<file path="config.mk">
export PLATFORM = sky130hd
export DESIGN_NAME = link_delay_bandwidth_emulator_top_flat
export DESIGN_NICKNAME = d
export VERILOG_FILES = /design/src/rtl/ldbe_pkg.sv /design/src/rtl/ldbe_if.sv /design/src/rtl/ldbe_ram.sv /design/src/rtl/ldbe_divider.sv /design/src/rtl/link_delay_bandwidth_emulator_top.sv /design/src/flat_wrapper.sv
export VERILOG_INCLUDE_DIRS = /design/src /design/src/rtl
export SDC_FILE = /design/constraint.sdc
export NUM_CORES = 2
export LEC_CHECK = 0
export ABC_AREA = 1
export BUFFER_PORTS_ARGS = -buffer_cell sky130_fd_sc_hd__buf_2
export CORE_MARGIN = 8
export CORE_UTILIZATION = 30
export DETAILED_ROUTE_END_ITERATION = 8
export PLACE_DENSITY = 0.48
export SYNTH_ARGS = -nofsm -noshare
export SYNTH_HDL_FRONTEND = slang
export SYNTH_SLANG_ARGS = --single-unit
</file>
<file path="constraint.sdc">
create_clock -name clk_i -period 10.6 [get_ports clk_i]
set_clock_uncertainty 0.2 [all_clocks]
set_input_delay 0.53 -clock clk_i [delete_from_list [all_inputs] [get_ports clk_i]]
set_output_delay 0.53 -clock clk_i [all_outputs]
set_load 0.05 [all_outputs]
</file>
<file path="src/rtl/link_delay_bandwidth_emulator_top_defines.svh">
// Assertion macros for the link delay and bandwidth emulator.
// Included by the top level; expects clk_i and rst_ni in scope.
`ifndef LINK_DELAY_BANDWIDTH_EMULATOR_TOP_DEFINES_SVH
`define LINK_DELAY_BANDWIDTH_EMULATOR_TOP_DEFINES_SVH

// Same-cycle implication, disabled while reset is asserted.
`define LDBE_ASSERT_IMP(lbl, ante, cons, msg) \
  lbl: assert property (@(posedge clk_i) disable iff (!rst_ni) (ante) |-> (cons)) \
    else $error(msg);

// Next-cycle implication, disabled while reset is asserted.
`define LDBE_ASSERT_NXT(lbl, ante, cons, msg) \
  lbl: assert property (@(posedge clk_i) disable iff (!rst_ni) (ante) |=> (cons)) \
    else $error(msg);

`endif

</file>
<file path="src/rtl/ldbe_pkg.sv">
// Package for the link delay and bandwidth emulator: widths, constants,
// codes, sequencer states and the result record. No dependencies.
`default_nettype none

package ldbe_pkg;

  // Field widths.
  localparam int unsigned BW_W       = 48;
  localparam int unsigned LAT_W      = 32;
  localparam int unsigned LOSS_W     = 17;
  localparam int unsigned NOW_W      = 48;
  localparam int unsigned LEN_W      = 16;
  localparam int unsigned RND_W      = 16;
  localparam int unsigned FLIGHT_W   = 22;
  localparam int unsigned DELAY_W    = 31;
  localparam int unsigned RES_W      = 64;
  localparam int unsigned CFG_IDX_W  = 8;
  localparam int unsigned CFG_DATA_W = 48;

  // Pending-length queue.
  localparam int unsigned PENDING_DEPTH = 64;
  localparam int unsigned PEND_AW = (PENDING_DEPTH > 1) ? $clog2(PENDING_DEPTH) : 1;
  localparam int unsigned PEND_CW = $clog2(PENDING_DEPTH + 1);

  // Serialization time: body_length * 1000 / bandwidth.
  localparam int unsigned SER_SCALE  = 1000;
  localparam int unsigned DIVIDEND_W = 26;
  localparam int unsigned DIV_CNT_W  = $clog2(DIVIDEND_W + 1);

  // Capacity check: in-flight plus one frame fits in 23 bits.
  localparam int unsigned NEED_W = FLIGHT_W + 1;
  localparam int unsigned MUL_W  = NEED_W;

  localparam logic [FLIGHT_W-1:0] FLIGHT_MAX = '1;
  localparam logic [BW_W-1:0]     BW_RESET   = BW_W'(64'd10 * 64'd1024 * 64'd1024 * 64'd1024);
  localparam logic [LAT_W-1:0]    LAT_RESET  = LAT_W'(10);

  typedef enum logic {
    KIND_SEND    = 1'b0,
    KIND_DELIVER = 1'b1
  } kind_e;

  typedef enum logic [2:0] {
    CAUSE_NONE       = 3'd0,
    CAUSE_LINK_DOWN  = 3'd1,
    CAUSE_LOSS       = 3'd2,
    CAUSE_CAPACITY   = 3'd3,
    CAUSE_QUEUE_FULL = 3'd4
  } cause_e;

  typedef enum logic [CFG_IDX_W-1:0] {
    CFG_BANDWIDTH    = 8'd0,
    CFG_LATENCY      = 8'd1,
    CFG_LOSS         = 8'd2,
    CFG_LINK_ENABLED = 8'd3
  } cfg_reg_e;

  typedef enum logic [3:0] {
    S_IDLE,
    S_CHECK,
    S_CAP,
    S_DIV,
    S_RESV,
    S_DELTA,
    S_DELAY,
    S_POP
  } state_e;

  typedef struct packed {
    logic                accepted;
    cause_e              drop_cause;
    logic [DELAY_W-1:0]  release_delay_ms;
    logic [LEN_W-1:0]    delivered_length;
    logic                underrun;
    logic [FLIGHT_W-1:0] bytes_in_flight;
  } rsp_t;

  typedef struct packed {
    logic load_rsp;
    logic div_start;
    logic ram_re;
    logic push;
    logic pop;
    logic resv_en;
    logic delta_en;
  } ctrl_t;

endpackage

`default_nettype wire

</file>
<file path="src/rtl/ldbe_if.sv">
// Channel interfaces of the link emulator: request, result and register write.
// Widths come from ldbe_pkg.
`default_nettype none

interface ldbe_req_if;
  logic                        valid;
  logic                        ready;
  logic                        kind;
  logic [ldbe_pkg::NOW_W-1:0]  now_ms;
  logic [ldbe_pkg::LEN_W-1:0]  wire_length;
  logic [ldbe_pkg::LEN_W-1:0]  body_length;
  logic [ldbe_pkg::RND_W-1:0]  random_value;

  modport source (output valid, kind, now_ms, wire_length, body_length, random_value,
                  input ready);
  modport sink   (input valid, kind, now_ms, wire_length, body_length, random_value,
                  output ready);
endinterface

interface ldbe_rsp_if;
  logic                           valid;
  logic                           ready;
  logic                           accepted;
  logic [2:0]                     drop_cause;
  logic [ldbe_pkg::DELAY_W-1:0]   release_delay_ms;
  logic [ldbe_pkg::LEN_W-1:0]     delivered_length;
  logic                           underrun;
  logic [ldbe_pkg::FLIGHT_W-1:0]  bytes_in_flight;

  modport source (output valid, accepted, drop_cause, release_delay_ms, delivered_length,
                  underrun, bytes_in_flight, input ready);
  modport sink   (input valid, accepted, drop_cause, release_delay_ms, delivered_length,
                  underrun, bytes_in_flight, output ready);
endinterface

interface ldbe_cfg_if;
  logic                             valid;
  logic                             ready;
  logic [ldbe_pkg::CFG_IDX_W-1:0]   reg_index;
  logic [ldbe_pkg::CFG_DATA_W-1:0]  wdata;

  modport source (output valid, reg_index, wdata, input ready);
  modport sink   (input valid, reg_index, wdata, output ready);
endinterface

`default_nettype wire

</file>
<file path="src/rtl/ldbe_ram.sv">
// Generic single-write, single-read RAM with registered read data.
// No dependencies.
`default_nettype none

module ldbe_ram #(
  parameter int unsigned WIDTH = 16,
  parameter int unsigned DEPTH = 64,
  parameter int unsigned AW    = (DEPTH > 1) ? $clog2(DEPTH) : 1
) (
  input  wire logic             clk_i,
  input  wire logic             we_i,
  input  wire logic [AW-1:0]    waddr_i,
  input  wire logic [WIDTH-1:0] wdata_i,
  input  wire logic             re_i,
  input  wire logic [AW-1:0]    raddr_i,
  output logic      [WIDTH-1:0] rdata_o
);

  logic [WIDTH-1:0] mem_q [DEPTH];

  always_ff @(posedge clk_i) begin
    if (we_i) begin
      mem_q[waddr_i] <= wdata_i;
    end
    if (re_i) begin
      rdata_o <= mem_q[raddr_i];
    end
  end

endmodule

`default_nettype wire

</file>
<file path="src/rtl/ldbe_divider.sv">
// Iterative restoring divider, one quotient bit per cycle, for the
// serialization time. Depends on ldbe_pkg.
`default_nettype none

module ldbe_divider (
  input  wire logic                              clk_i,
  input  wire logic                              rst_ni,
  input  wire logic                              start_i,
  input  wire logic [ldbe_pkg::DIVIDEND_W-1:0]   dividend_i,
  input  wire logic [ldbe_pkg::BW_W-1:0]         divisor_i,
  output logic                                   done_o,
  output logic      [ldbe_pkg::DIVIDEND_W-1:0]   quotient_o
);

  logic                                busy_q, busy_d;
  logic                                done_q, done_d;
  logic [ldbe_pkg::DIV_CNT_W-1:0]      cnt_q, cnt_d;
  logic [ldbe_pkg::BW_W-1:0]           rem_q, rem_d;
  logic [ldbe_pkg::DIVIDEND_W-1:0]     quo_q, quo_d;
  logic [ldbe_pkg::BW_W:0]             trial;
  logic [ldbe_pkg::BW_W:0]             diff;
  logic                                fits;

  // One restoring step: shift in the next dividend bit and try to subtract.
  always_comb begin
    trial = {rem_q, quo_q[ldbe_pkg::DIVIDEND_W-1]};
    diff  = trial - {1'b0, divisor_i};
    fits  = (trial >= {1'b0, divisor_i});
  end

  always_comb begin
    busy_d = busy_q;
    done_d = 1'b0;
    cnt_d  = cnt_q;
    rem_d  = rem_q;
    quo_d  = quo_q;
    if (start_i) begin
      busy_d = 1'b1;
      cnt_d  = ldbe_pkg::DIV_CNT_W'(ldbe_pkg::DIVIDEND_W);
      rem_d  = '0;
      quo_d  = dividend_i;
    end else if (busy_q) begin
      rem_d = fits ? diff[ldbe_pkg::BW_W-1:0] : trial[ldbe_pkg::BW_W-1:0];
      quo_d = {quo_q[ldbe_pkg::DIVIDEND_W-2:0], fits};
      cnt_d = cnt_q - ldbe_pkg::DIV_CNT_W'(1);
      if (cnt_q == ldbe_pkg::DIV_CNT_W'(1)) begin
        busy_d = 1'b0;
        done_d = 1'b1;
      end
    end
  end

  always_ff @(posedge clk_i or negedge rst_ni) begin
    if (!rst_ni) begin
      busy_q <= 1'b0;
      done_q <= 1'b0;
      cnt_q  <= '0;
    end else begin
      busy_q <= busy_d;
      done_q <= done_d;
      cnt_q  <= cnt_d;
    end
  end

  always_ff @(posedge clk_i) begin
    rem_q <= rem_d;
    quo_q <= quo_d;
  end

  assign done_o     = done_q;
  assign quotient_o = quo_q;

endmodule

`default_nettype wire

</file>
<file path="src/rtl/link_delay_bandwidth_emulator_top.sv">
// Link emulator: an admitted send runs check, capacity, divide (one-bit-per-cycle divider),
// reservation, delta and delay steps to a registered result; link, loss or queue drops end in
// the check step, a capacity drop in the capacity step; a deliver on an empty queue ends in
// check, else in pop after a registered queue read. A result held downstream adds its wait.
// One item is worked on at a time; the next is taken the cycle after the result is registered.
// Reset (rst_ni, asynchronous, active low) restores register defaults, empties the queue
// and clears the in-flight count and reservation time; queue storage is not cleared.
`default_nettype none
`include "link_delay_bandwidth_emulator_top_defines.svh"

module link_delay_bandwidth_emulator_top (
  input  wire logic   clk_i,
  input  wire logic   rst_ni,
  ldbe_req_if.sink    req_i,
  ldbe_rsp_if.source  rsp_o,
  ldbe_cfg_if.sink    cfg_i
);

  // ---------------------------------------------------------------------------
  // Configuration registers. Writes are always taken; the user must issue them only while
  // the block is idle, so no item sees a change mid-flight; the block does not enforce it.
  // ---------------------------------------------------------------------------
  logic [ldbe_pkg::BW_W-1:0]   bw_q;
  logic [ldbe_pkg::LAT_W-1:0]  lat_q;
  logic [ldbe_pkg::LOSS_W-1:0] loss_q;
  logic                        link_en_q;

  assign cfg_i.ready = 1'b1;

  always_ff @(posedge clk_i or negedge rst_ni) begin
    if (!rst_ni) begin
      bw_q      <= ldbe_pkg::BW_RESET;
      lat_q     <= ldbe_pkg::LAT_RESET;
      loss_q    <= '0;
      link_en_q <= 1'b1;
    end else if (cfg_i.valid) begin
      unique case (ldbe_pkg::cfg_reg_e'(cfg_i.reg_index))
        ldbe_pkg::CFG_BANDWIDTH:    bw_q      <= cfg_i.wdata[ldbe_pkg::BW_W-1:0];
        ldbe_pkg::CFG_LATENCY:      lat_q     <= cfg_i.wdata[ldbe_pkg::LAT_W-1:0];
        ldbe_pkg::CFG_LOSS:         loss_q    <= cfg_i.wdata[ldbe_pkg::LOSS_W-1:0];
        ldbe_pkg::CFG_LINK_ENABLED: link_en_q <= cfg_i.wdata[0];
        default: ;
      endcase
    end
  end

  // ---------------------------------------------------------------------------
  // Sequencer state and the item captured at acceptance.
  // ---------------------------------------------------------------------------
  ldbe_pkg::state_e state_q, state_d;
  ldbe_pkg::ctrl_t  ctrl;
  ldbe_pkg::rsp_t   rsp_q, rsp_d;
  logic             out_valid_q;
  logic             fin_ok;

  ldbe_pkg::kind_e                kind_q;
  logic [ldbe_pkg::NOW_W-1:0]     now_q;
  logic [ldbe_pkg::LEN_W-1:0]     wire_q;
  logic [ldbe_pkg::LEN_W-1:0]     body_q;
  logic [ldbe_pkg::RND_W-1:0]     rnd_q;

  // Link state: in-flight count, reservation time and the length queue.
  logic [ldbe_pkg::FLIGHT_W-1:0]  inflight_q;
  logic [ldbe_pkg::RES_W-1:0]     res_q;
  logic [ldbe_pkg::RES_W-1:0]     delta_q;
  logic                           borrow_q;
  logic [ldbe_pkg::PEND_AW-1:0]   head_q, tail_q;
  logic [ldbe_pkg::PEND_CW-1:0]   count_q;
  logic [ldbe_pkg::LEN_W-1:0]     ram_rdata;

  logic [2*ldbe_pkg::MUL_W-1:0]   prod_q;

  // The request side is ready only between items; the result register lets
  // the next item start while the previous result still waits downstream.
  assign req_i.ready = (state_q == ldbe_pkg::S_IDLE);
  assign fin_ok      = !out_valid_q || rsp_o.ready;

  // ---------------------------------------------------------------------------
  // Derived values used by the sequencer.
  // ---------------------------------------------------------------------------
  logic [ldbe_pkg::BW_W-1:0]       bw_eff;
  logic [ldbe_pkg::NEED_W-1:0]     need;
  logic [ldbe_pkg::FLIGHT_W-1:0]   inflight_add;
  logic [ldbe_pkg::FLIGHT_W-1:0]   inflight_sub;
  logic                            link_down;
  logic                            loss_hit;
  logic                            queue_full;
  logic                            queue_empty;
  logic                            cap_drop;
  logic [ldbe_pkg::DIVIDEND_W-1:0] dividend;
  logic                            div_done;
  logic [ldbe_pkg::DIVIDEND_W-1:0] ser_ms;
  logic [ldbe_pkg::RES_W-1:0]      res_base;
  logic [ldbe_pkg::RES_W:0]        delta_full;
  logic [ldbe_pkg::DELAY_W+1:0]    delay_sum;
  logic [ldbe_pkg::DELAY_W-1:0]    delay_val;

  always_comb begin
    // A zero bandwidth behaves as one byte per second for both uses.
    bw_eff = (bw_q == '0) ? ldbe_pkg::BW_W'(1) : bw_q;
    need   = ldbe_pkg::NEED_W'(inflight_q) + ldbe_pkg::NEED_W'(wire_q);
    inflight_add = need[ldbe_pkg::NEED_W-1] ? ldbe_pkg::FLIGHT_MAX
                                            : need[ldbe_pkg::FLIGHT_W-1:0];
    inflight_sub = (inflight_q > ldbe_pkg::FLIGHT_W'(ram_rdata))
                   ? inflight_q - ldbe_pkg::FLIGHT_W'(ram_rdata) : '0;

    link_down   = !link_en_q;
    loss_hit    = ({1'b0, rnd_q} < loss_q);
    queue_full  = (count_q >= ldbe_pkg::PEND_CW'(ldbe_pkg::PENDING_DEPTH));
    queue_empty = (count_q == '0);

    // The capacity test only bites when bandwidth is below the need, so both
    // bandwidth and a relevant latency fit in 23 bits and the product cannot wrap.
    // A latency at or above 2^23 always leaves room.
    cap_drop = (lat_q != '0)
            && (bw_eff < ldbe_pkg::BW_W'(need))
            && (lat_q[ldbe_pkg::LAT_W-1:ldbe_pkg::MUL_W] == '0)
            && ((2*ldbe_pkg::MUL_W)'(need) > prod_q);

    dividend = ldbe_pkg::DIVIDEND_W'(body_q) * ldbe_pkg::DIVIDEND_W'(ldbe_pkg::SER_SCALE);

    // Reservation never moves back when time does.
    res_base = (res_q < ldbe_pkg::RES_W'(now_q)) ? ldbe_pkg::RES_W'(now_q) : res_q;
    delta_full = {1'b0, res_q} - {1'b0, ldbe_pkg::RES_W'(now_q)};

    // Delay is the distance to the reservation plus latency, saturated; a
    // reservation that wrapped below now also saturates.
    delay_sum = (ldbe_pkg::DELAY_W+2)'(delta_q[ldbe_pkg::DELAY_W-1:0])
              + (ldbe_pkg::DELAY_W+2)'(lat_q);
    if (borrow_q || (delta_q[ldbe_pkg::RES_W-1:ldbe_pkg::DELAY_W] != '0)
        || (delay_sum[ldbe_pkg::DELAY_W+1:ldbe_pkg::DELAY_W] != '0)) begin
      delay_val = '1;
    end else begin
      delay_val = delay_sum[ldbe_pkg::DELAY_W-1:0];
    end
  end

  // ---------------------------------------------------------------------------
  // Next-state logic.
  // ---------------------------------------------------------------------------
  always_comb begin
    state_d = state_q;
    unique case (state_q)
      ldbe_pkg::S_IDLE: begin
        if (req_i.valid) begin
          state_d = ldbe_pkg::S_CHECK;
        end
      end
      ldbe_pkg::S_CHECK: begin
        if (kind_q == ldbe_pkg::KIND_DELIVER) begin
          if (!queue_empty) begin
            state_d = ldbe_pkg::S_POP;
          end else if (fin_ok) begin
            state_d = ldbe_pkg::S_IDLE;
          end
        end else if (link_down || loss_hit || queue_full) begin
          if (fin_ok) begin
            state_d = ldbe_pkg::S_IDLE;
          end
        end else begin
          state_d = ldbe_pkg::S_CAP;
        end
      end
      ldbe_pkg::S_CAP: begin
        if (!cap_drop) begin
          state_d = ldbe_pkg::S_DIV;
        end else if (fin_ok) begin
          state_d = ldbe_pkg::S_IDLE;
        end
      end
      ldbe_pkg::S_DIV: begin
        if (div_done) begin
          state_d = ldbe_pkg::S_RESV;
        end
      end
      ldbe_pkg::S_RESV:  state_d = ldbe_pkg::S_DELTA;
      ldbe_pkg::S_DELTA: state_d = ldbe_pkg::S_DELAY;
      ldbe_pkg::S_DELAY, ldbe_pkg::S_POP: begin
        if (fin_ok) begin
          state_d = ldbe_pkg::S_IDLE;
        end
      end
      default: state_d = ldbe_pkg::S_IDLE;
    endcase
  end

  // ---------------------------------------------------------------------------
  // Sequencer outputs: control strobes and the result to be registered.
  // A finishing state only commits when the result register is free.
  // ---------------------------------------------------------------------------
  always_comb begin
    ctrl  = '0;
    rsp_d = '0;
    rsp_d.drop_cause      = ldbe_pkg::CAUSE_NONE;
    rsp_d.bytes_in_flight = inflight_q;
    unique case (state_q)
      ldbe_pkg::S_CHECK: begin
        if (kind_q == ldbe_pkg::KIND_DELIVER) begin
          if (queue_empty) begin
            rsp_d.underrun = 1'b1;
            ctrl.load_rsp  = fin_ok;
          end else begin
            ctrl.ram_re = 1'b1;
          end
        end else if (link_down) begin
          rsp_d.drop_cause = ldbe_pkg::CAUSE_LINK_DOWN;
          ctrl.load_rsp    = fin_ok;
        end else if (loss_hit) begin
          rsp_d.drop_cause = ldbe_pkg::CAUSE_LOSS;
          ctrl.load_rsp    = fin_ok;
        end else if (queue_full) begin
          rsp_d.drop_cause = ldbe_pkg::CAUSE_QUEUE_FULL;
          ctrl.load_rsp    = fin_ok;
        end
      end
      ldbe_pkg::S_CAP: begin
        if (cap_drop) begin
          rsp_d.drop_cause = ldbe_pkg::CAUSE_CAPACITY;
          ctrl.load_rsp    = fin_ok;
        end else begin
          ctrl.div_start = 1'b1;
        end
      end
      ldbe_pkg::S_RESV:  ctrl.resv_en  = 1'b1;
      ldbe_pkg::S_DELTA: ctrl.delta_en = 1'b1;
      ldbe_pkg::S_DELAY: begin
        rsp_d.accepted         = 1'b1;
        rsp_d.release_delay_ms = delay_val;
        rsp_d.bytes_in_flight  = inflight_add;
        ctrl.load_rsp          = fin_ok;
        ctrl.push              = fin_ok;
      end
      ldbe_pkg::S_POP: begin
        rsp_d.delivered_length = ram_rdata;
        rsp_d.bytes_in_flight  = inflight_sub;
        ctrl.load_rsp          = fin_ok;
        ctrl.pop               = fin_ok;
      end
      default: ;
    endcase
  end

  // ---------------------------------------------------------------------------
  // Control registers.
  // ---------------------------------------------------------------------------
  always_ff @(posedge clk_i or negedge rst_ni) begin
    if (!rst_ni) begin
      state_q     <= ldbe_pkg::S_IDLE;
      out_valid_q <= 1'b0;
      inflight_q  <= '0;
      res_q       <= '0;
      head_q      <= '0;
      tail_q      <= '0;
      count_q     <= '0;
    end else begin
      state_q <= state_d;
      if (ctrl.load_rsp) begin
        out_valid_q <= 1'b1;
      end else if (rsp_o.ready) begin
        out_valid_q <= 1'b0;
      end
      if (ctrl.resv_en) begin
        res_q <= res_base + ldbe_pkg::RES_W'(ser_ms);
      end
      if (ctrl.push) begin
        inflight_q <= inflight_add;
        tail_q     <= (tail_q == ldbe_pkg::PEND_AW'(ldbe_pkg::PENDING_DEPTH - 1))
                      ? '0 : tail_q + ldbe_pkg::PEND_AW'(1);
        count_q    <= count_q + ldbe_pkg::PEND_CW'(1);
      end else if (ctrl.pop) begin
        inflight_q <= inflight_sub;
        head_q     <= (head_q == ldbe_pkg::PEND_AW'(ldbe_pkg::PENDING_DEPTH - 1))
                      ? '0 : head_q + ldbe_pkg::PEND_AW'(1);
        count_q    <= count_q - ldbe_pkg::PEND_CW'(1);
      end
    end
  end

  // ---------------------------------------------------------------------------
  // Payload registers.
  // ---------------------------------------------------------------------------
  always_ff @(posedge clk_i) begin
    if (req_i.valid && req_i.ready) begin
      kind_q <= ldbe_pkg::kind_e'(req_i.kind);
      now_q  <= req_i.now_ms;
      wire_q <= req_i.wire_length;
      body_q <= req_i.body_length;
      rnd_q  <= req_i.random_value;
    end
    if (state_q == ldbe_pkg::S_CHECK) begin
      prod_q <= bw_eff[ldbe_pkg::MUL_W-1:0] * lat_q[ldbe_pkg::MUL_W-1:0];
    end
    if (ctrl.delta_en) begin
      delta_q  <= delta_full[ldbe_pkg::RES_W-1:0];
      borrow_q <= delta_full[ldbe_pkg::RES_W];
    end
    if (ctrl.load_rsp) begin
      rsp_q <= rsp_d;
    end
  end

  // ---------------------------------------------------------------------------
  // Divider for the serialization time and the length queue memory.
  // ---------------------------------------------------------------------------
  ldbe_divider u_div (
    .clk_i      (clk_i),
    .rst_ni     (rst_ni),
    .start_i    (ctrl.div_start),
    .dividend_i (dividend),
    .divisor_i  (bw_eff),
    .done_o     (div_done),
    .quotient_o (ser_ms)
  );

  ldbe_ram #(
    .WIDTH (ldbe_pkg::LEN_W),
    .DEPTH (ldbe_pkg::PENDING_DEPTH)
  ) u_pend_ram (
    .clk_i   (clk_i),
    .we_i    (ctrl.push),
    .waddr_i (tail_q),
    .wdata_i (wire_q),
    .re_i    (ctrl.ram_re),
    .raddr_i (head_q),
    .rdata_o (ram_rdata)
  );

  // ---------------------------------------------------------------------------
  // Result channel.
  // ---------------------------------------------------------------------------
  assign rsp_o.valid            = out_valid_q;
  assign rsp_o.accepted         = rsp_q.accepted;
  assign rsp_o.drop_cause       = rsp_q.drop_cause;
  assign rsp_o.release_delay_ms = rsp_q.release_delay_ms;
  assign rsp_o.delivered_length = rsp_q.delivered_length;
  assign rsp_o.underrun         = rsp_q.underrun;
  assign rsp_o.bytes_in_flight  = rsp_q.bytes_in_flight;

  // ---------------------------------------------------------------------------
  // Assertions.
  // ---------------------------------------------------------------------------
  `LDBE_ASSERT_IMP(a_count_bound, 1'b1,
                   count_q <= ldbe_pkg::PEND_CW'(ldbe_pkg::PENDING_DEPTH),
                   "queue count above depth")
  `LDBE_ASSERT_IMP(a_ptr_align, (count_q == '0) ||
                   (count_q == ldbe_pkg::PEND_CW'(ldbe_pkg::PENDING_DEPTH)),
                   head_q == tail_q, "queue pointers out of step with count")
  `LDBE_ASSERT_IMP(a_div_owner, div_done, state_q == ldbe_pkg::S_DIV,
                   "divider finished outside the divide step")
  `LDBE_ASSERT_NXT(a_accept_clean, ctrl.load_rsp && rsp_d.accepted,
                   rsp_q.drop_cause == ldbe_pkg::CAUSE_NONE && !rsp_q.underrun,
                   "admitted send carries a drop cause or underrun")

endmodule

`default_nettype wire
</file>
<file path="src/flat_wrapper.sv">
// flat-port wrapper written by rule: the top's interface ports become plain ports
module link_delay_bandwidth_emulator_top_flat 
  (clk_i, rst_ni, req_i_valid, req_i_kind, req_i_now_ms, req_i_wire_length, req_i_body_length, req_i_random_value, req_i_ready, rsp_o_valid, rsp_o_accepted, rsp_o_drop_cause, rsp_o_release_delay_ms, rsp_o_delivered_length, rsp_o_underrun, rsp_o_bytes_in_flight, rsp_o_ready, cfg_i_valid, cfg_i_reg_index, cfg_i_wdata, cfg_i_ready);
  ldbe_req_if req_i_i ();
  ldbe_rsp_if rsp_o_i ();
  ldbe_cfg_if cfg_i_i ();
  input  wire logic clk_i;
  input  wire logic rst_ni;
  input wire logic [$bits(req_i_i.valid)-1:0] req_i_valid;
  input wire logic [$bits(req_i_i.kind)-1:0] req_i_kind;
  input wire logic [$bits(req_i_i.now_ms)-1:0] req_i_now_ms;
  input wire logic [$bits(req_i_i.wire_length)-1:0] req_i_wire_length;
  input wire logic [$bits(req_i_i.body_length)-1:0] req_i_body_length;
  input wire logic [$bits(req_i_i.random_value)-1:0] req_i_random_value;
  output wire logic [$bits(req_i_i.ready)-1:0] req_i_ready;
  output wire logic [$bits(rsp_o_i.valid)-1:0] rsp_o_valid;
  output wire logic [$bits(rsp_o_i.accepted)-1:0] rsp_o_accepted;
  output wire logic [$bits(rsp_o_i.drop_cause)-1:0] rsp_o_drop_cause;
  output wire logic [$bits(rsp_o_i.release_delay_ms)-1:0] rsp_o_release_delay_ms;
  output wire logic [$bits(rsp_o_i.delivered_length)-1:0] rsp_o_delivered_length;
  output wire logic [$bits(rsp_o_i.underrun)-1:0] rsp_o_underrun;
  output wire logic [$bits(rsp_o_i.bytes_in_flight)-1:0] rsp_o_bytes_in_flight;
  input wire logic [$bits(rsp_o_i.ready)-1:0] rsp_o_ready;
  input wire logic [$bits(cfg_i_i.valid)-1:0] cfg_i_valid;
  input wire logic [$bits(cfg_i_i.reg_index)-1:0] cfg_i_reg_index;
  input wire logic [$bits(cfg_i_i.wdata)-1:0] cfg_i_wdata;
  output wire logic [$bits(cfg_i_i.ready)-1:0] cfg_i_ready;
  assign req_i_i.valid = req_i_valid;
  assign req_i_i.kind = req_i_kind;
  assign req_i_i.now_ms = req_i_now_ms;
  assign req_i_i.wire_length = req_i_wire_length;
  assign req_i_i.body_length = req_i_body_length;
  assign req_i_i.random_value = req_i_random_value;
  assign req_i_ready = req_i_i.ready;
  assign rsp_o_valid = rsp_o_i.valid;
  assign rsp_o_accepted = rsp_o_i.accepted;
  assign rsp_o_drop_cause = rsp_o_i.drop_cause;
  assign rsp_o_release_delay_ms = rsp_o_i.release_delay_ms;
  assign rsp_o_delivered_length = rsp_o_i.delivered_length;
  assign rsp_o_underrun = rsp_o_i.underrun;
  assign rsp_o_bytes_in_flight = rsp_o_i.bytes_in_flight;
  assign rsp_o_i.ready = rsp_o_ready;
  assign cfg_i_i.valid = cfg_i_valid;
  assign cfg_i_i.reg_index = cfg_i_reg_index;
  assign cfg_i_i.wdata = cfg_i_wdata;
  assign cfg_i_ready = cfg_i_i.ready;
  link_delay_bandwidth_emulator_top u_core (.clk_i(clk_i), .rst_ni(rst_ni), .req_i(req_i_i), .rsp_o(rsp_o_i), .cfg_i(cfg_i_i));
endmodule
</file>
# --- Word-level counts from Yosys, hierarchy flattened ---
# Memory sizes are Yosys's and may differ from the RTL's. A register that Yosys moved wholly into a read port is not among the register bits.
# Index checks and enable logic that the tools add are counted.
word_totals:
  output_inout_bits: 77
  mem_bits_rw: 1024
  input_bits: 158
  mem_count: 1
  ff_bits: 571
classes:
  eq_ne: 15
  n_lt_le_gt_ge: 7
  n_bitwise: 1
  reduce_logical: 30
  n_mux: 59
  addsub: 11
  n_mul: 2
mem_list:
  columns: ["memory", "depth", "width", "read_ports", "rd_clocked_by_memory_dff", "write_ports", "line", "source"]
  rows:
  - ["u_core.u_pend_ram.mem_q", 64, 16, 1, 1, 1, "ldbe_ram.sv:19", "logic [WIDTH-1:0] mem_q [DEPTH];"]
op_table:
  columns: ["operator", "count"]
  rows:
  - ["$mux W48", 2]
  - ["$mux W22", 4]
  - ["$sub A64 B48 Y65", 1]
  - ["$add A64 B26 Y64", 1]
  - ["$lt A64 B48 Y1", 1]
  - ["$mux W64", 1]
  - ["$mux W26", 2]
  - ["$ge A49 B48 Y1", 1]
  - ["$logic_not A48 Y1", 1]
  - ["$lt A48 B23 Y1", 1]
  - ["$sub A48 B48 Y48", 1]
  - ["$gt A23 B46 Y1", 1]
  - ["$mul A23 B23 Y46", 1]
  - ["$pmux W22 S2", 1]
  - ["$add A31 B32 Y33", 1]
  - ["$reduce_bool A33 Y1", 1]
  - ["$reduce_bool A32 Y1", 1]
  - ["$mux W31", 1]
  - ["$mux W4", 7]
  - ["$pmux W4 S7", 1]
  - ["$mux W1", 27]
  - ["$add A22 B16 Y23", 1]
  - ["$mul A16 B7 Y23 const B", 1]
  - ["$gt A22 B16 Y1", 1]
  - ["other kinds (33)", 64]

# --- Logic depth before layout (Yosys ltp) ---
logic_depth:
  depth_word: 9
  mapped_depth: 39

# --- Modules after synthesis ---
# Synthesis repeated with hierarchy kept, for this count alone.
hier_totals:
  hier_cells: 11168
  area_unflattened_um2: 101014.4
by_module_without_submodules:
  columns: ["mod", "cells_each", "instances", "seq_area_each_um2", "area_per_inst_um2"]
  rows:
  - ["link_delay_bandwidth_emulator_top", 6167, 1, 13679.4, 50460.9]
  - ["ldbe_ram", 3517, 1, 31230.0, 42259.3]
  - ["ldbe_divider", 1484, 1, 1916.8, 8294.2]

# --- Worst setup path before layout ---
# No wires, ideal clock.
synth_path:
  kind: "flip-flop to flip-flop"
  from: "reg u_core.wire_q[0] (netlist bit)"
  to: "reg u_core.rsp_q, in the netlist u_core.rsp_o.accepted, enable pin"
  path_slack_ns: 0.367
  stages_incl_launch_ff: 24
  required_ns: 9.792
  setup_ns: 0.608
  arrival_ns: 9.425
  path_cell_list: "edfxtp_1 ha_1 fa_1 nand3_1 nand2_1 a21oi_1 o21bai_1 nand2_1 a21oi_1 nand4_1 nand2_1 nand3_1 clkbuf_1 ha_1 nand3_1 inv_1 nand2_1 o21bai_1 nand3b_1 a2111oi_0 nand2_1 nor2_1 nand3_1 o21ai_0"
synth_lines:
  columns: ["element", "line", "source"]
  rows:
  - ["from (decl)", "link_delay_bandwidth_emulator_top.sv:58", "logic [ldbe_pkg::LEN_W-1:0] wire_q;"]
  - ["from (signal assigned)", "link_delay_bandwidth_emulator_top.sv:286", "wire_q <= req_i.wire_length;"]
  - ["to (signal assigned)", "link_delay_bandwidth_emulator_top.sv:298", "rsp_q <= rsp_d;"]
  - ["to (decl)", "link_delay_bandwidth_emulator_top.sv:52", "ldbe_pkg::rsp_t rsp_q, rsp_d;"]

# --- Worst setup path in the final report ---
layout_path:
  from: "reg u_core.bw_q[16] (netlist bit)"
  to: "reg u_core.prod_q[43] (netlist bit) (data pin)"
layout_via:
  elab_chain_len: 3
layout_lines:
  columns: ["element", "line", "source"]
  rows:
  - ["from (decl)", "link_delay_bandwidth_emulator_top.sv:23", "logic [ldbe_pkg::BW_W-1:0] bw_q;"]
  - ["from (signal assigned)", "link_delay_bandwidth_emulator_top.sv:32", "bw_q <= ldbe_pkg::BW_RESET;"]
  - ["from (signal assigned)", "link_delay_bandwidth_emulator_top.sv:38", "ldbe_pkg::CFG_BANDWIDTH: bw_q <= cfg_i.wdata[ldbe_pkg::BW_W-1:0];"]
  - ["$logic_not A48 Y1", "link_delay_bandwidth_emulator_top.sv:100", "bw_eff = (bw_q == '0) ? ldbe_pkg::BW_W'(1) : bw_q;"]
  - ["$mux W48 (*)", "link_delay_bandwidth_emulator_top.sv:100", null]
  - ["$mul A23 B23 Y46 (*)", "link_delay_bandwidth_emulator_top.sv:291", "prod_q <= bw_eff[ldbe_pkg::MUL_W-1:0] * lat_q[ldbe_pkg::MUL_W-1:0];"]
  - ["to (signal assigned)", "link_delay_bandwidth_emulator_top.sv:291", null]
  - ["to (decl)", "link_delay_bandwidth_emulator_top.sv:71", "logic [2*ldbe_pkg::MUL_W-1:0] prod_q;"]
# Mark *: on every way between the ends. The rest lies on a longest branch, timed or not.
# A chain may end at the register's enable or synchronous reset.

==> reports/results.md <==
| Result | This run |
|:---|:---|
| Post-Place Cells | 14,200 |
| Summed instance area of the synthesized netlist | 0.0967 mm^2 |
| Cell with the largest stage delay on the worst path | sky130_fd_sc_hd__fa_1 |
| Share of synthesized flip-flops with an asynchronous set or reset | 13.3% |
| Maximum vdd ir drop | 232 uV |
| Transition at the pin with the smallest max-transition slack | 1280 ps |
| Worst-path fanout max | 26 |
| Final count of hold timing violations | 0 |
| Num CTS Buffers | 190 |
| Post-route setup slack | 1980 ps |
| Start-to-end type of the worst setup path | flop to flop |
| Number of global-route vias before repair | 72,800 |
| Filler-free cell count of the finished design | 14,700 |
| First-pass DRT Iterations | 6 |
| Leading area contributor after synthesis | sky130_fd_sc_hd__edfxtp_1 |
| Reg-to-reg endpoint | u_core.prod_q[43] |
| List of most frequent post-synthesis cells | sky130_fd_sc_hd__nand2_1, sky130_fd_sc_hd__inv_1, sky130_fd_sc_hd__edfxtp_1 |
| Drt total wl | 332,000 um |
| Max Cap Viol | 0 |
| Number of buffers on the longest clock path | 4 |
| Final setup TNS | 0 ps |
| Worst rel slew slack | 14.0% |
| Clock latency reported for the late side of the worst-skew pair | 900 ps |
| Clock slew seen by the registers of the worst setup and hold paths | 60 ps |
| Number of cell instances on the worst register-to-register path | 31 |
| Std-Cell Rows | 208 |
| Share of the yosys chip area belonging to registers | 48.4% |
| Area growth from synthesis to final layout | 14.5% |
| Nets | 11,400 |
| Most repeated cell in the gate-level netlist after synthesis | sky130_fd_sc_hd__nand2_1 |
| Overall power | 26.7 mW |
| Sum of net half-perimeters after detailed placement | 235,000 um |
| Arrival time reported for the critical path endpoint | 9010 ps |
| Hold worst-path end | u_core.bw_q[16] |
| Core Area | 0.321 mm^2 |
| Net count of the mapped netlist | 11,100 |
| CTS Root Buffer Type | sky130_fd_sc_hd__clkbuf_16 |
| Global-route wire length before repair | 488,000 um |
| Biggest cell delay along the critical path | 550 ps |
| Final max-slew violation count | 0 |
| GRT Residual Overflow | 0 |
| Setup Slack @ Placement | 2030 ps |
| Ranking of synthesized cells by area | sky130_fd_sc_hd__edfxtp_1, sky130_fd_sc_hd__fa_1, sky130_fd_sc_hd__nand2_1 |
| Initial Util | 30.1% |
| Pwr per Cell Area | 241 mW/mm^2 |
| Via density per instance | 4.98 |
| Required arrival time at the worst endpoint | 10,990 ps |
| Yosys warns | 0 |
| Final cycle utilization of the critical path | 81.3% |
| GP Congestion | 0.917 |
| Worst hold start | cfg_i_wdata[16] |
| Count of buffers inserted at the top-level ports | 233 |
| Depth of the worst hold-timing path | 3 |
| Layout cells sized above 1 | 7.66% |
| Number of distinct standard cells referenced by the synthesized netlist | 62 |
| Area used by sequential logic in the layout | 0.0468 mm^2 |
| Cell count after synthesis | 9,993 |
| Time the worst path needs with I/O delays and setup | 8620 ps |
| Unrepaired setup endpoints after global routing | no |
| Crit end category | flop |
| Reg-to-Reg Start | u_core.bw_q[16] |
| Number of antenna violations at the first check in global routing | 15 |
| Routed wire per std cell | 22.6 um |
| Critical path startpoint | u_core.bw_q[16] |
| Syn Area/Cell | 9.68 um^2 |
| Post-cts gate resize count | 0 |
| Die width | 584 um |
| Proportion of netlist area held by the largest area contributor | 41.8% |
| Core utilization of the finished layout | 34.5% |
| Static leakage power | 46.2 nW |
| Maximum achievable frequency | 116 MHz |
| Maximum number of pins on one net before global-route repair | 166 |
| Area of the die | 0.341 mm^2 |
| Global Route Usage Sum | 18.9% |
| Type of the worst min-delay path | input pin to flop |
| Register bit count reported by yosys | 1,611 |
| Number of enable-type register cells in the synthesized netlist | 1,345 |
| CTS tree | built |
| Residual antenna-violating net count after detailed routing | 0 |
| Number of clock sinks | 1,611 |
| Multi-input gate area | 0.0429 mm^2 |
| Result of the run | finished clean |
| DRC violations left | 0 |
| Fill cell count | 32,600 |
| Prevailing post-synth register cell | sky130_fd_sc_hd__edfxtp_1 |
| Total number of H-tree levels | 4 |
| Final setup vio count | 0 |
| Via Count | 73,300 |
| Number of violations reported at the end of detailed-routing iteration 0 | 6,008 |
| Die height | 584 um |
| Worst setup slack for register-to-register paths | 1980 ps |
| Number of ports placed on the die boundary | 235 |
| Startpoint type of the worst setup path | flop |
==> metal layers <==
layer / global-route usage [%] / share of wire, % / up-vias / wire length [um]
met4: 6.48 / 3.9 / 2 / 13100
met2: 31.8 / 48 / 2076 / 159000
met3: 2.30 / 5.0 / 466 / 16800
met1: 25.1 / 43 / 36700 / 144000
met5: 0 / 0.0039 / - / 13
li1: - / - / 34000 / -
==> critical path: cells and delay by family (launching register included) <==
family | cells | cell delay, ps
xor gates and xnor gates | 1 | 150
and+or+nand+nor | 11 | 1780
buffers and inverters | 6 | 620
adders and majority gates | 8 | 4130
DFF | 1 | 360
AOI/OAI and AO/OA | 5 | 1130
==> cells in the final DEF (no fill, tap or decap), types with 40 or more instances in the layout <==
cell type,count
sky130_fd_sc_hd__a21oi_1,433
sky130_fd_sc_hd__a31oi_1,97
sky130_fd_sc_hd__buf_2,232
sky130_fd_sc_hd__buf_4,179
sky130_fd_sc_hd__clkbuf_1,47
sky130_fd_sc_hd__clkbuf_16,192
sky130_fd_sc_hd__clkinv_1,40
sky130_fd_sc_hd__dfrtp_1,206
sky130_fd_sc_hd__dfxtp_1,51
sky130_fd_sc_hd__dlygate4sd3_1,144
sky130_fd_sc_hd__edfxtp_1,1345
sky130_fd_sc_hd__fa_1,499
sky130_fd_sc_hd__ha_1,479
sky130_fd_sc_hd__inv_1,1382
sky130_fd_sc_hd__nand2_1,1690
sky130_fd_sc_hd__nand3_1,294
sky130_fd_sc_hd__nand4_1,87
sky130_fd_sc_hd__nor2_1,1117
sky130_fd_sc_hd__nor3_1,46
sky130_fd_sc_hd__nor4_1,50
sky130_fd_sc_hd__o211ai_1,62
sky130_fd_sc_hd__o21ai_0,854
sky130_fd_sc_hd__o221ai_1,140
sky130_fd_sc_hd__o22ai_1,156
sky130_fd_sc_hd__xnor2_1,99
sky130_fd_sc_hd__xor2_1,162
==> state kept, by name, indices dropped and copies added (netlist names), 4 cells and up <==
| register | cells |
|---|---|
| u_core.u_pend_ram.rdata_o | 16 |
| u_core.prod_q | 46 |
| u_core.rnd_q | 16 |
| u_core.u_div.quotient_o | 26 |
| u_core.res_q | 64 |
| u_core.lat_q | 32 |
| u_core.state_q | 4 |
| u_core.loss_q | 17 |
| u_core.now_q | 48 |
| u_core.wire_q | 16 |
| u_core.bw_q | 48 |
| u_core.head_q | 6 |
| u_core.rsp_o.bytes_in_flight | 22 |
| u_core.tail_q | 6 |
| u_core.delta_q | 64 |
| u_core.u_pend_ram.mem_q | 1024 |
| u_core.body_q | 16 |
| u_core.rsp_o.delivered_length | 16 |
| u_core.u_div.rem_q | 48 |
| u_core.count_q | 7 |
| u_core.inflight_q | 22 |
| u_core.rsp_o.release_delay_ms | 31 |
| u_core.u_div.cnt_q | 5 |
==> repair_timing <==
action | 4_1_cts | 5_1_grt
hold buffers | 144 | 0
buffers inserted | 0 | 0
endpoints found under the hold margin | 269 | 0
==> power by group <==
| part | total, mW | switching [mW] | internal [mW] |
|---|---|---|---|
| Combinational | 11.9 | 8.20 | 3.67 |
| Clock | 6.66 | 2.74 | 3.92 |
| Sequential | 8.14 | 0.551 | 7.59 |
| Total | 26.7 | 11.5 | 15.2 |
==> layout make-up <==
type                    count  share of cell area, %
diodes                      8                 0.0181
clock inverters           100                   1.07
multi-input cells        6501                   38.7
repair buffers            561                   3.67
clock buffers             248                   4.61
inverters                1401                   4.76
well taps                4305                   4.87
flip-flops and latches   1611                   42.3
==> worst max path at each step <==
stage	end	slack, ps	cells after the start
after global routing	u_core.prod_q[43]	1450	31
final	u_core.prod_q[43]	1980	31
after CTS	u_core.prod_q[43]	1960	31
after detailed placement	u_core.prod_q[43]	2030	31
after global placement	u_core.prod_q[43]	2100	31
after floorplan	u_core.rsp_o.accepted	370	23
==> through the flow <==
stage                     cell area [um^2]  hold slack, ps
after global routing                111000            18.4
after floorplan                      96700            34.4
final                               111000            59.5
after CTS                           111000            2.95
after detailed placement            103000             274
after global placement              103000             268
==> kinds of logic (layout without fill, tap and decap cells) <==
group           Yosys count  after routing  synth area share, %
fa+ha+maj               978            978                 16.5
simple gates           3391           3391                 14.3
flops                  1611           1611                 48.4
other cells               2             10              0.00776
xor+xnor                261            261                 2.36
compound gates         1869           1869                 11.1
buf+inv                1881           2310                 7.40
Note: power is estimated with default switching activity, not from simulation.
